## src/design/bsfd_pkg.sv

```systemverilog
`timescale 1ns / 1ps
`default_nettype none

package bsfd_pkg;

    localparam int BYTE_W = 8;
    localparam int IDX_W  = 6;
    localparam int LEN_W  = 7;

    localparam int MAX_FRAME_DEFAULT = 32;

    localparam logic [BYTE_W-1:0] START_BYTE_RESET = 8'h1A;
    localparam logic [BYTE_W-1:0] CRC_POLY         = 8'h31;
    localparam logic [BYTE_W-1:0] CRC_INIT         = 8'hFF;
    localparam logic [BYTE_W-1:0] CRC_MSB          = 8'h80;

    typedef struct packed {
        logic [BYTE_W-1:0] line_byte;
    } in_item_t;

    typedef struct packed {
        logic [BYTE_W-1:0] payload_byte;
        logic [IDX_W-1:0]  payload_index;
        logic [LEN_W-1:0]  frame_length;
        logic              last_of_frame;
    } out_item_t;

    // Controller to datapath
    typedef struct packed {
        logic take;     // line byte accepted this cycle
        logic read;     // read the frame store at the emit index
        logic advance;  // step the emit index
    } ctrl_cmd_t;

    // Datapath to controller
    typedef struct packed {
        logic frame_good;  // accepted byte closes a nonempty frame with a good CRC
        logic at_last;     // emit index sits on the final payload byte
    } dp_status_t;

    // CRC-8, MSB first, one byte
    function automatic logic [BYTE_W-1:0] crc8_byte(input logic [BYTE_W-1:0] crc,
                                                    input logic [BYTE_W-1:0] b);
        logic [BYTE_W-1:0] c;
        c = crc ^ b;
        for (int i = 0; i < BYTE_W; i++) begin
            if ((c & CRC_MSB) != '0)
            begin
                c = (c << 1) ^ CRC_POLY;
            end
            else
            begin
                c = c << 1;
            end
        end
        return c;
    endfunction

endpackage

`default_nettype wire

```

## src/design/bsfd_stream_if.sv

```systemverilog
`timescale 1ns / 1ps
`default_nettype none

interface bsfd_stream_if #(
    parameter type payload_t = logic [7:0]
);
    logic     valid;
    logic     ready;
    payload_t data;

    modport source (output valid, output data, input ready);
    modport sink   (input valid, input data, output ready);
endinterface

`default_nettype wire

```

## src/design/bsfd_ram.sv

```systemverilog
`timescale 1ns / 1ps
`default_nettype none

module bsfd_ram #(
    parameter int WIDTH = 8,
    parameter int DEPTH = 32,
    localparam int AW   = (DEPTH > 1) ? $clog2(DEPTH) : 1
) (
    input  wire logic             clk,
    input  wire logic             we,
    input  wire logic [AW-1:0]    waddr,
    input  wire logic [WIDTH-1:0] wdata,
    input  wire logic             re,
    input  wire logic [AW-1:0]    raddr,
    output logic      [WIDTH-1:0] rdata
);

    logic [WIDTH-1:0] mem [DEPTH];

    always_ff @(posedge clk)
    begin
        if (we)
        begin
            mem[waddr] <= wdata;
        end
        if (re)
        begin
            rdata <= mem[raddr];
        end
    end

endmodule

`default_nettype wire

```

## src/design/bsfd_datapath.sv

```systemverilog
`timescale 1ns / 1ps
`default_nettype none

module bsfd_datapath
    import bsfd_pkg::*;
#(
    parameter int MAX_FRAME = MAX_FRAME_DEFAULT,
    localparam int AW       = (MAX_FRAME > 1) ? $clog2(MAX_FRAME) : 1
) (
    input  wire logic              clk,
    input  wire logic              rst_n,
    input  wire logic              cfg_we,
    input  wire logic [BYTE_W-1:0] cfg_wdata,
    input  wire logic [BYTE_W-1:0] line_byte,
    input  wire ctrl_cmd_t         cmd,
    output dp_status_t             status,
    output out_item_t              item
);

    logic [BYTE_W-1:0] start_byte_reg;
    logic              prev_reg,      prev_next;
    logic              receiving_reg, receiving_next;
    logic [LEN_W-1:0]  pos_reg,       pos_next;
    logic [LEN_W-1:0]  expected_reg,  expected_next;
    logic [BYTE_W-1:0] crc_reg,       crc_next;
    logic [AW-1:0]     emit_idx_reg,  emit_idx_next;

    logic              is_start;
    logic              opens;
    logic              do_frame;
    logic              rx;
    logic [LEN_W-1:0]  pos;
    logic [BYTE_W-1:0] crc_in;
    logic [BYTE_W-1:0] crc_upd;
    logic [BYTE_W-1:0] len_adj;
    logic [LEN_W-1:0]  wr_idx;
    logic              we;
    logic              frame_good;
    logic [BYTE_W-1:0] rdata;

    assign is_start = (line_byte == start_byte_reg);
    assign len_adj  = (line_byte > start_byte_reg) ? (line_byte - 8'd1) : line_byte;
    assign wr_idx   = pos_reg - LEN_W'(1);

    always_comb
    begin
        prev_next      = prev_reg;
        opens          = 1'b0;
        do_frame       = 1'b0;
        if (cmd.take)
        begin
            if (prev_reg)
            begin
                prev_next = 1'b0;
                opens     = !is_start;
                do_frame  = 1'b1;
            end
            else if (is_start)
            begin
                prev_next = 1'b1;
            end
            else
            begin
                do_frame = 1'b1;
            end
        end
    end

    assign rx      = opens | receiving_reg;
    assign pos     = opens ? '0 : pos_reg;
    assign crc_in  = opens ? CRC_INIT : crc_reg;
    assign crc_upd = crc8_byte(crc_in, line_byte);

    always_comb
    begin
        receiving_next = receiving_reg;
        pos_next       = pos_reg;
        expected_next  = expected_reg;
        crc_next       = crc_reg;
        we             = 1'b0;
        frame_good     = 1'b0;
        if (do_frame && rx)
        begin
            if (pos == '0)
            begin
                // length byte: drop the frame when it will not fit
                if (len_adj > BYTE_W'(MAX_FRAME))
                begin
                    receiving_next = 1'b0;
                end
                else
                begin
                    receiving_next = 1'b1;
                    expected_next  = len_adj[LEN_W-1:0];
                    pos_next       = LEN_W'(1);
                    crc_next       = crc_upd;
                end
            end
            else if (pos <= expected_reg)
            begin
                we       = 1'b1;
                pos_next = pos + LEN_W'(1);
                crc_next = crc_upd;
            end
            else
            begin
                // CRC byte closes the frame either way
                receiving_next = 1'b0;
                frame_good     = (crc_in == line_byte) && (expected_reg != '0);
            end
        end
    end

    always_comb
    begin
        emit_idx_next = emit_idx_reg;
        if (frame_good)
        begin
            emit_idx_next = '0;
        end
        else if (cmd.advance)
        begin
            emit_idx_next = emit_idx_reg + AW'(1);
        end
    end

    always_ff @(posedge clk or negedge rst_n)
    begin
        if (!rst_n)
        begin
            start_byte_reg <= START_BYTE_RESET;
            prev_reg       <= 1'b0;
            receiving_reg  <= 1'b0;
            pos_reg        <= '0;
            expected_reg   <= '0;
            crc_reg        <= CRC_INIT;
            emit_idx_reg   <= '0;
        end
        else
        begin
            if (cfg_we)
            begin
                start_byte_reg <= cfg_wdata;
            end
            prev_reg      <= prev_next;
            receiving_reg <= receiving_next;
            pos_reg       <= pos_next;
            expected_reg  <= expected_next;
            crc_reg       <= crc_next;
            emit_idx_reg  <= emit_idx_next;
        end
    end

    bsfd_ram #(
        .WIDTH (BYTE_W),
        .DEPTH (MAX_FRAME)
    ) u_store (
        .clk   (clk),
        .we    (we),
        .waddr (wr_idx[AW-1:0]),
        .wdata (line_byte),
        .re    (cmd.read),
        .raddr (emit_idx_reg),
        .rdata (rdata)
    );

    assign status.frame_good = frame_good;
    assign status.at_last    = ((LEN_W'(emit_idx_reg) + LEN_W'(1)) == expected_reg);

    assign item.payload_byte  = rdata;
    assign item.payload_index = IDX_W'(emit_idx_reg);
    assign item.frame_length  = expected_reg;
    assign item.last_of_frame = status.at_last;

endmodule

`default_nettype wire

```

## src/design/bsfd_ctrl.sv

```systemverilog
`timescale 1ns / 1ps
`default_nettype none

module bsfd_ctrl
    import bsfd_pkg::*;
(
    input  wire logic       clk,
    input  wire logic       rst_n,
    input  wire logic       in_valid,
    output logic            in_ready,
    output logic            out_valid,
    input  wire logic       out_ready,
    input  wire dp_status_t status,
    output ctrl_cmd_t       cmd
);

    typedef enum logic [1:0] {
        ST_RX,
        ST_READ,
        ST_SHOW
    } state_t;

    state_t state_reg;
    logic   in_ready_reg;
    logic   out_valid_reg;

    always_comb
    begin
        cmd.take    = in_ready_reg && in_valid;
        cmd.read    = (state_reg == ST_READ);
        cmd.advance = out_valid_reg && out_ready && !status.at_last;
    end

    always_ff @(posedge clk or negedge rst_n)
    begin
        if (!rst_n)
        begin
            state_reg     <= ST_RX;
            in_ready_reg  <= 1'b1;
            out_valid_reg <= 1'b0;
        end
        else
        begin
            case (state_reg)
                ST_RX:
                begin
                    if (in_valid && status.frame_good)
                    begin
                        state_reg    <= ST_READ;
                        in_ready_reg <= 1'b0;
                    end
                end
                ST_READ:
                begin
                    state_reg     <= ST_SHOW;
                    out_valid_reg <= 1'b1;
                end
                ST_SHOW:
                begin
                    if (out_ready)
                    begin
                        out_valid_reg <= 1'b0;
                        if (status.at_last)
                        begin
                            state_reg    <= ST_RX;
                            in_ready_reg <= 1'b1;
                        end
                        else
                        begin
                            state_reg <= ST_READ;
                        end
                    end
                end
                default:
                begin
                    state_reg     <= ST_RX;
                    in_ready_reg  <= 1'b1;
                    out_valid_reg <= 1'b0;
                end
            endcase
        end
    end

    assign in_ready  = in_ready_reg;
    assign out_valid = out_valid_reg;

endmodule

`default_nettype wire

```

## src/design/byte_stuffing_frame_decoder_crc8.sv

```systemverilog
// A good frame's first payload request follows its CRC byte through the read and show states.
// Throughput: one line byte per cycle while receiving; each payload byte passes through a read
//   state and a show state, set by the frame store's registered read port, and the output can
//   stall it; input is held off until the frame's last payload byte is taken.
// Reset (rst_n low, asynchronous): drop any frame in progress, restore start byte 0x1A,
//   idle the output; the frame store keeps its contents and needs no clearing pass.
`timescale 1ns / 1ps
`default_nettype none

module byte_stuffing_frame_decoder_crc8
    import bsfd_pkg::*;
#(
    parameter int MAX_FRAME = MAX_FRAME_DEFAULT
) (
    input  wire logic              clk,
    input  wire logic              rst_n,
    input  wire logic              cfg_we,
    input  wire logic [BYTE_W-1:0] cfg_wdata,
    bsfd_stream_if.sink            line_in,
    bsfd_stream_if.source          frame_out
);

    // Command and status between the sequencer and the datapath
    ctrl_cmd_t  cmd;
    dp_status_t status;
    out_item_t  item;
    in_item_t   in_item;

    assign in_item = line_in.data;

    // Sequencer: take line bytes, then walk the stored payload out one request at a time
    bsfd_ctrl u_ctrl (
        .clk       (clk),
        .rst_n     (rst_n),
        .in_valid  (line_in.valid),
        .in_ready  (line_in.ready),
        .out_valid (frame_out.valid),
        .out_ready (frame_out.ready),
        .status    (status),
        .cmd       (cmd)
    );

    // Datapath: unstuff, track the frame, run the CRC, hold the payload in the frame store
    bsfd_datapath #(
        .MAX_FRAME (MAX_FRAME)
    ) u_dp (
        .clk       (clk),
        .rst_n     (rst_n),
        .cfg_we    (cfg_we),
        .cfg_wdata (cfg_wdata),
        .line_byte (in_item.line_byte),
        .cmd       (cmd),
        .status    (status),
        .item      (item)
    );

    // Store read data is registered, so the output request is driven straight from it
    assign frame_out.data = item;

endmodule

`default_nettype wire

```

## src/flat_wrapper.sv

```systemverilog
// flat-port wrapper written by rule: the top's interface ports become plain ports
module byte_stuffing_frame_decoder_crc8_flat import bsfd_pkg::*;
#(
    parameter int MAX_FRAME = MAX_FRAME_DEFAULT
)
  (clk, rst_n, cfg_we, cfg_wdata, line_in_valid, line_in_data, line_in_ready, frame_out_valid, frame_out_data, frame_out_ready);
  bsfd_stream_if #(.payload_t(in_item_t)) line_in_i ();
  bsfd_stream_if #(.payload_t(out_item_t)) frame_out_i ();
  input  wire logic clk;
  input  wire logic rst_n;
  input  wire logic cfg_we;
  input  wire logic [BYTE_W-1:0] cfg_wdata;
  input wire logic [$bits(line_in_i.valid)-1:0] line_in_valid;
  input wire logic [$bits(line_in_i.data)-1:0] line_in_data;
  output wire logic [$bits(line_in_i.ready)-1:0] line_in_ready;
  output wire logic [$bits(frame_out_i.valid)-1:0] frame_out_valid;
  output wire logic [$bits(frame_out_i.data)-1:0] frame_out_data;
  input wire logic [$bits(frame_out_i.ready)-1:0] frame_out_ready;
  assign line_in_i.valid = line_in_valid;
  assign line_in_i.data = line_in_data;
  assign line_in_ready = line_in_i.ready;
  assign frame_out_valid = frame_out_i.valid;
  assign frame_out_data = frame_out_i.data;
  assign frame_out_i.ready = frame_out_ready;
  byte_stuffing_frame_decoder_crc8 #(.MAX_FRAME(MAX_FRAME)) u_core (.clk(clk), .rst_n(rst_n), .cfg_we(cfg_we), .cfg_wdata(cfg_wdata), .line_in(line_in_i), .frame_out(frame_out_i));
endmodule
```

## config.mk

```make
export PLATFORM = sky130hd
export DESIGN_NAME = byte_stuffing_frame_decoder_crc8_flat
export DESIGN_NICKNAME = d
export VERILOG_FILES = /design/src/design/bsfd_pkg.sv /design/src/design/bsfd_stream_if.sv /design/src/design/bsfd_ram.sv /design/src/design/bsfd_datapath.sv /design/src/design/bsfd_ctrl.sv /design/src/design/byte_stuffing_frame_decoder_crc8.sv /design/src/flat_wrapper.sv
export SDC_FILE = /design/constraint.sdc
export NUM_CORES = 1
export LEC_CHECK = 0
export BUFFER_PORTS_ARGS = -buffer_cell sky130_fd_sc_hd__buf_2
export CORE_ASPECT_RATIO = 0.6
export CORE_MARGIN = 1
export CORE_UTILIZATION = 30
export CTS_CLUSTER_DIAMETER = 80
export DETAILED_ROUTE_END_ITERATION = 6
export GPL_TIMING_DRIVEN = 0
export RECOVER_POWER = 25
export SLEW_MARGIN = 20
export SYNTH_ARGS = -nofsm -noshare
export SYNTH_HDL_FRONTEND = slang
export SYNTH_SLANG_ARGS = --single-unit
```

## constraint.sdc

```tcl
create_clock -name clk -period 11.7 [get_ports clk]
set_clock_uncertainty 0.2 [all_clocks]
set_input_delay 0 -clock clk [delete_from_list [all_inputs] [get_ports clk]]
set_output_delay 0 -clock clk [all_outputs]
set_load 0.01 [all_outputs]
```

==> summary.txt, run 1 <==
GRT
  – Gr ovfl total: 0
  – Vias in the first global route: 7,645
  – First-pass GRT wire length: between 50 and 60 mm
  – Pin count of the biggest net entering global routing: 40
  – GRT Util Overall: roughly 16%
  – Initial antenna violation count: 2

Critical path
  – WS Path Type: primary input to flop
  – Crit. End Element: flop
  – CP Cell Sequence: dlygate4sd3_1 > clkbuf_1 > ha_1 > and4_1 > a21o_1 > clkbuf_1 > clkbuf_1 > and2_1 > ha_1 > a21boi_0 > o311a_1 > o32a_1 > o211ai_1 > nor2b_1 > clkbuf_1 > nand3_1 > nor2_1
  – CP delay by family, top: buffers and inverters
  – Slowest Stage Delay on Critical Path: 1.41 ns
  – Required time worst endpoint: 11.67 ns
  – Worst path arrival time: between 7 and 8 ns
  – Crit-path most repeated cell: clkbuf_1
  – CP startpoint kind: primary input
  – Buf+Inv Stages, Crit Path: 5
  – Slowest stage cell, crit path: clkbuf_1
  – Crit-path max FO: 36

Finish
  – Synthesis-to-layout area growth: 18.81%
  – Footprint of the multi-input gates: about 4200 um^2
  – Share of layout cells above drive strength 1: 24.87%
  – Layout Nets: 965
  – Filler cells: around 4,000
  – Non-filler cells, final: roughly 1,500
  – Register Area: ~9000 um^2
  – Util after Layout: 36.34%
  – Post-Layout Inst Area: about 16,000 um^2
  – Max FFs per register: roughly 260
  – ANT cells: 0
  – Top reg by flops: u_core.u_dp.u_store.mem

Yosys
  – Register area share after synthesis: about 67%
  – Synth top area share: between 50% and 60%
  – Top FF cell, synth: edfxtp_1
  – Syn nets: between 800 and 900
  – Yosys warns: 0
  – Commonest cells post-synth: edfxtp_1, mux4_2, nor2_1, clkbuf_1, xnor2_1
  – Synth top area cells: edfxtp_1, mux4_2, dfrtp_1
  – Synth cell types: between 60 and 70
  – FFs w/ async S/R, synth: 13.44%
  – Register bit count reported by yosys: 305
  – Area leader, netlist: edfxtp_1
  – Avg Cell Area, Syn: roughly 17 um^2
  – Most numerous cell in the Yosys netlist: edfxtp_1
  – Cells after Synth: between 700 and 800
  – Cell Area, Synth: between 10,000 and 15,000 um^2
  – Post-synth EDFFs: roughly 260

Clock network
  – CTS tree: yes
  – Clock Latency Late Sink: 0.55 ns
  – Post-CTS Resized: 0
  – H-tree depth: 1
  – CTS max path bufs: 3
  – Register clock-pin slew on the reported worst setup and hold paths: around 0.07 ns
  – CTS root buffer: clkbuf_16
  – CTS buffer count: 28
  – Sinks on Clock Net: 305

Timing
  – Share of the clock period used by the worst path: between 60% and 70%
  – Finish-stage setup viols: 0
  – Final worst hold slack: 0.1297 ns
  – PnR worst setup slack: 4.438 ns
  – Slew headroom: -32.02%
  – Final Max Tran Viols: ~210
  – Worst-Margin Slew: between 1.5 and 2 ns
  – Setup_tns: 0 ns
  – Fmax: 137.7 MHz
  – Crit path time final: approximately 7.3 ns
  – RSZ-0062 raised after global routing: false
  – Hold Fails Final Rpt: 0

Placement
  – HPWL after DPL: 24.67 mm
  – Post-DP Area: 14,510 um^2
  – Pre-CTS WS: between 4 and 5 ns
  – PortBufs: 43
  – Post-Place Cells: between 1,000 and 1,500
  – RD Place Congestion: 0.8486

Die
  – Core footprint: ~44,000 um^2
  – DIE HEIGHT: about 170 um
  – Ports: between 40 and 50
  – Placement Rows: 59
  – Starting Density: between 30% and 40%
  – Die W: 274.3 um
  – Full die area: ~45,000 um^2

Drt
  – Post-DR vias/cell: about 5.2
  – Drt drc: 6
  – DR vias: about 8,000
  – Router iterations before antenna repair: 7
  – Wire per inst: 23.51 um
  – Routed WL: about 36 mm
  – Iteration-0 DRC count of the detailed router: a little over 1,000
  – ANT nets after route: 0

Power
  – Peak supply drop: roughly 0.098 mV
  – Power Density: around 190 nW/um^2
  – Leak pwr: 5.239 nW
  – Tot Pwr: 2.998 mW

Run
  – Max Cap Violations: 6

Status
  – Failing checks: design-rule violations, max-capacitance violations, max-slew violations
  – Status: finished, violations left

Min path
  – Worst hold path type: primary input to flop
[logic make-up after synthesis]
family                     count (synthesis)  synth area share (%)
AOI/OAI and AO/OA                         86                 4.472
xor gates and xnor gates                  48                 3.150
adders and majority gates                 14                 1.275
buffers and inverters                     79                 2.428
DFF                                      305                 67.20
muxes                                    103                 15.37
other                                      1               0.02810
and+or+nand+nor                          162                 6.075
[placed cells by master (no fill, tap or decap), types with 6 or more instances in the layout]
| master | count |
|---|---|
| edfxtp_1 | 264 |
| mux4_2 | 80 |
| buf_2 | 53 |
| clkbuf_1 | 49 |
| nor2_1 | 48 |
| dlygate4sd3_1 | 44 |
| xnor2_1 | 34 |
| nand2_1 | 31 |
| clkbuf_16 | 29 |
| dfrtp_1 | 29 |
| inv_1 | 24 |
| o21ai_0 | 24 |
| nor4_2 | 17 |
| xor2_1 | 14 |
| a21oi_1 | 14 |
| mux2_2 | 13 |
| nand3_1 | 12 |
| ha_1 | 12 |
| dfstp_2 | 12 |
| nor3_1 | 11 |
| buf_1 | 9 |
| mux2i_1 | 7 |
| nor2b_1 | 7 |
| nand4_1 | 7 |
| buf_4 | 7 |
| nand2b_1 | 6 |
| o31ai_1 | 6 |
| clkinv_1 | 6 |
[final timing paths]
kind | cells past startpoint | slack, ns | from | to
worst max-delay path | 17 | 4.44 | line_in_data[3] | u_core.u_dp.u_store.mem[22][3]$_DFFE_PP_
worst min-delay path | 3 | 0.13 | cfg_we | u_core.u_dp.start_byte_reg[0]$_DFFE_PN0P_
worst max register to register | 16 | 5.35 | u_core.u_dp.start_byte_reg[3]$_DFFE_PN1P_ | u_core.u_dp.u_store.mem[22][3]$_DFFE_PP_
worst min register to register | 1 | 0.30 | u_core.u_ctrl.state_reg[0]$_DFFE_PN0P_ | u_core.u_ctrl.state_reg[0]$_DFFE_PN0P_
max in group asynchronous | 4 | 9.29 | rst_n | u_core.u_dp.start_byte_reg[5]$_DFFE_PN0P_
min in group asynchronous | 3 | 0.46 | rst_n | u_core.u_dp.pos_reg[0]$_DFFE_PN0P_
[tightest hold or removal path, delay by kind of cell]
| kind | cells | cell delay, ns |
|---|---|---|
| buf+inv | 2 | 0.67 |
| mux | 1 | 0.17 |
[metal layers]
| metal | vias up | wire [um] | track usage [%] | part of all wire (%) |
|---|---|---|---|---|
| li1 | 3408 | - | - | - |
| met1 | 4161 | 17280 | 25.42 | 48 |
| met2 | 365 | 14170 | 21.59 | 39 |
| met3 | 41 | 4121 | 5.769 | 11 |
| met4 | 0 | 440 | 2.374 | 1.2 |
| met5 | - | 0 | 0 | 0 |
[repair_timing]
action,in CTS,in global routing
buffers inserted,0,0
endpoints found under the hold margin,313,0
hold buffers,44,0
[area by class of cell]
class | instances | area share (%)
Buffer | 55 | 1.476
Clock buffer | 37 | 4.955
Clock inverter | 14 | 0.7733
Inverter | 24 | 0.5681
Multi-Input combinational cell | 414 | 26.39
Sequential cell | 305 | 56.56
Tap cell | 579 | 4.569
Timing Repair Buffer | 104 | 4.703
[where the power goes]
part | total (mW) | internal (mW) | switching (mW) | leakage [nW]
clock network | 0.919 | 0.516 | 0.403 | 0.448
registers | 1.24 | 1.21 | 0.0233 | 2.87
logic | 0.844 | 0.385 | 0.459 | 1.92
total | 3.00 | 2.11 | 0.885 | 5.24
Note: power is estimated with default switching activity, not from simulation.
==> run 2: changes to the inputs <==
Clock period 11.7 ns to 7.3 ns, I/O delays scaled along.
==> run 2 against run 1 <==
  * Critical path depth increased by 1
  * Clock power increased by 60%
  * Via count increased by 0.24%
  * Sequential power increased by 60%
  * Hold slack about the same
  * The flow finishes with violations (design-rule violations)
  * Register-to-register slack got worse by 4.4 ns
  * Cell area about the same
==> summary.txt, run 2 (synthesized netlist as in run 1, its figures left out) <==
Min path
  – Hold Path Origin: cfg_we
  – Worst hold path type: primary input to flop
  – Worst Hold Depth: 3 (unchanged)

GRT
  – Gr ovfl total: 0 (unchanged)
  – Grt met3 use: 5.769% (unchanged)
  – Pin count of the biggest net entering global routing: 40 (unchanged)
  – Global-route track usage on met1: 25.42% (unchanged)
  – Initial antenna violation count: 2 (unchanged)
  – Gr busiest metal: met1
  – GRT Util Overall: 16.30% (unchanged)
  – Met2 GRT Util: 21.59% (unchanged)
  – Vias in the first global route: 7,645 (unchanged)
  – First-pass GRT wire length: 53.05 mm (unchanged)

Finish
  – Max FFs per register: 256 (unchanged)
  – Footprint of the multi-input gates: 4185 um^2 (unchanged)
  – Register Area: 8969 um^2 (unchanged)
  – Non-filler cells, final: 1,532 (unchanged)
  – ANT cells: 0 (unchanged)
  – Synthesis-to-layout area growth: 18.86% (about the same)
  – Most frequent cells in the layout: edfxtp_1, mux4_2, buf_2
  – Share of layout cells above drive strength 1: 25.50% (+0.63 points)
  – Filler cells: 4,039 (-0.049%)
  – Layout Nets: 965 (unchanged)
  – Util after Layout: 36.36% (about the same)
  – Most common cell after layout, fill and taps aside: edfxtp_1
  – Top reg by flops: u_core.u_dp.u_store.mem

Critical path
  – CP Launch Point: line_in_data[0]
  – R2R cell count: 16 (unchanged)
  – Required time worst endpoint: 7.27 ns (-4.40 ns)
  – Worst path arrival time: 6.84 ns (-0.39 ns)
  – WS Path Type: primary input to flop
  – Crit-path max FO: 39 (+8.3%)
  – Worst r2r src: u_core.u_dp.start_byte_reg[3]$_DFFE_PN1P_
  – Crit. End Element: flop
  – CP startpoint kind: primary input

Status
  – Status: finished, violations left
  – Failing checks: design-rule violations

Timing
  – Share of the clock period used by the worst path: 94.12%
  – Final Max Tran Viols: 0 (-100%)
  – RSZ-0062 raised after global routing: false
  – Fmax: 145.5 MHz
  – Finish-stage setup viols: 0 (unchanged)
  – Slew headroom: 29.34% (+61 points)
  – Crit path time final: between 6 and 7 ns
  – Worst-Margin Slew: 1.060 ns (-0.9204 ns)
  – Hold Fails Final Rpt: 0 (unchanged)

Drt
  – DR vias: 7,994 (+0.24%)
  – Post-DR vias/cell: 5.218 (+0.24%)
  – Iteration-0 DRC count of the detailed router: 1,017 (unchanged)
  – ANT nets after route: 0 (unchanged)
  – Router iterations before antenna repair: 7 (unchanged)
  – Routed WL: 36.07 mm (+0.16%)
  – Drt drc: 6 (unchanged)
  – Wire per inst: 23.55 um (+0.16%)

Run
  – Max Cap Violations: 0 (-6)

Die
  – Ports: 45 (unchanged)
  – DIE HEIGHT: 165.4 um (unchanged)
  – Starting Density: 30.59% (unchanged)
  – Core footprint: 43,630 um^2 (unchanged)
  – Full die area: 45,360 um^2 (unchanged)
  – Placement Rows: 59 (unchanged)
  – Die W: 274.3 um (unchanged)

Placement
  – PortBufs: 43 (unchanged)
  – Post-Place Cells: 1,437 (unchanged)
  – HPWL after DPL: 24.67 mm (unchanged)
  – RD Place Congestion: 0.8486 (unchanged)

Clock network
  – CTS tree: yes
  – Sinks on Clock Net: 305 (unchanged)
  – CTS buffer count: 28 (unchanged)
  – H-tree depth: 1 (unchanged)
  – Register clock-pin slew on the reported worst setup and hold paths: 0.07 ns (about the same)
  – Clock Latency Late Sink: 0.55 ns (about the same)
  – Post-CTS Setup Inserts: 0 (unchanged)
  – CTS max path bufs: 3 (unchanged)
  – CTS root buffer: clkbuf_16

Power
  – Leak pwr: 5.256 nW (+0.32%)
  – Peak supply drop: 0.1565 mV (+61%)
  – Power Density: 302.9 nW/um^2 (+60%)
run 2: cell count changes in the layout (fill, tap and decap cells not counted), sizes merged:
| cell | change |
|---|---|
| buf | +6 |
| clkbuf | -6 |
run 2: metal layers:
| metal | vias to the layer above | routed length, um |
|---|---|---|
| met3 | 41 | 4194 |
| met1 | 4182 | 17240 |
| met2 | 364 | 14200 |
| met4 | 0 | 440 |
| li1 | 3407 | - |
| met5 | - | 0 |
run 2: worst paths after layout:
check / endpoint / slack (ns)
hold reg to reg: u_core.u_ctrl.state_reg[0]$_DFFE_PN0P_ / 0.30
min in group asynchronous: u_core.u_dp.pos_reg[0]$_DFFE_PN0P_ / 0.46
hold / removal: u_core.u_dp.start_byte_reg[0]$_DFFE_PN0P_ / 0.13
max in group asynchronous: u_core.u_dp.start_byte_reg[5]$_DFFE_PN0P_ / 4.89
setup / recovery: u_core.u_dp.u_store.mem[22][3]$_DFFE_PP_ / 0.43
setup reg to reg: u_core.u_dp.u_store.mem[22][3]$_DFFE_PP_ / 0.95
run 2: what timing repair did:
action | in CTS | in global routing
hold buffers | 44 | 0
resized for setup | 0 | 0
hold endpoints to repair | 313 | 0
run 2: layout make-up:
cell class | count | area share (%)
inverters | 24 | 0.5679
clock buffers | 37 | 4.953
plain buffers | 55 | 1.475
clock inverters | 14 | 0.7729
well taps | 579 | 4.567
multi-input cells | 414 | 26.38
repair buffers | 104 | 4.748
flip-flops and latches | 305 | 56.53
run 2: report_power, final:
part	internal [mW]	switching [mW]
combinational	0.618	0.735
sequential	1.94	0.0372
clock	0.828	0.647
run 2: worst max-delay path: stages:
cell and delay (ns):
dlygate4sd3_1 0.53, buf_2 0.67, inv_1 0.35, ha_1 0.37, and4_1 0.28, a21o_1 0.32
clkbuf_1 0.50, clkbuf_1 0.44, and2_1 0.21, ha_1 0.26, a21boi_0 0.14, o311a_1 0.15
o32a_1 0.35, o211ai_1 0.39, nor2b_1 0.39, clkbuf_1 0.39, nand3_1 0.23, nor2_1 0.81
run 2: metrics by stage:
| step | setup TNS (ns) | setup slack, ns | cell area, um^2 | power, mW | hold slack [ns] |
|---|---|---|---|---|---|
| floorplan | 0 | 2.423 | 13350 | 2.862 | -0.4956 |
| global placement | -0.06492 | -0.008749 | 14290 | 3.327 | 0.006248 |
| detailed placement | 0 | 0.4913 | 14510 | 3.333 | 0.01427 |
| CTS | 0 | 0.4985 | 15860 | 4.824 | 0.06793 |
| global route | 0 | 0.04791 | 15860 | 4.982 | 0.1543 |
| finish | 0 | 0.4290 | 15860 | 4.806 | 0.1295 |
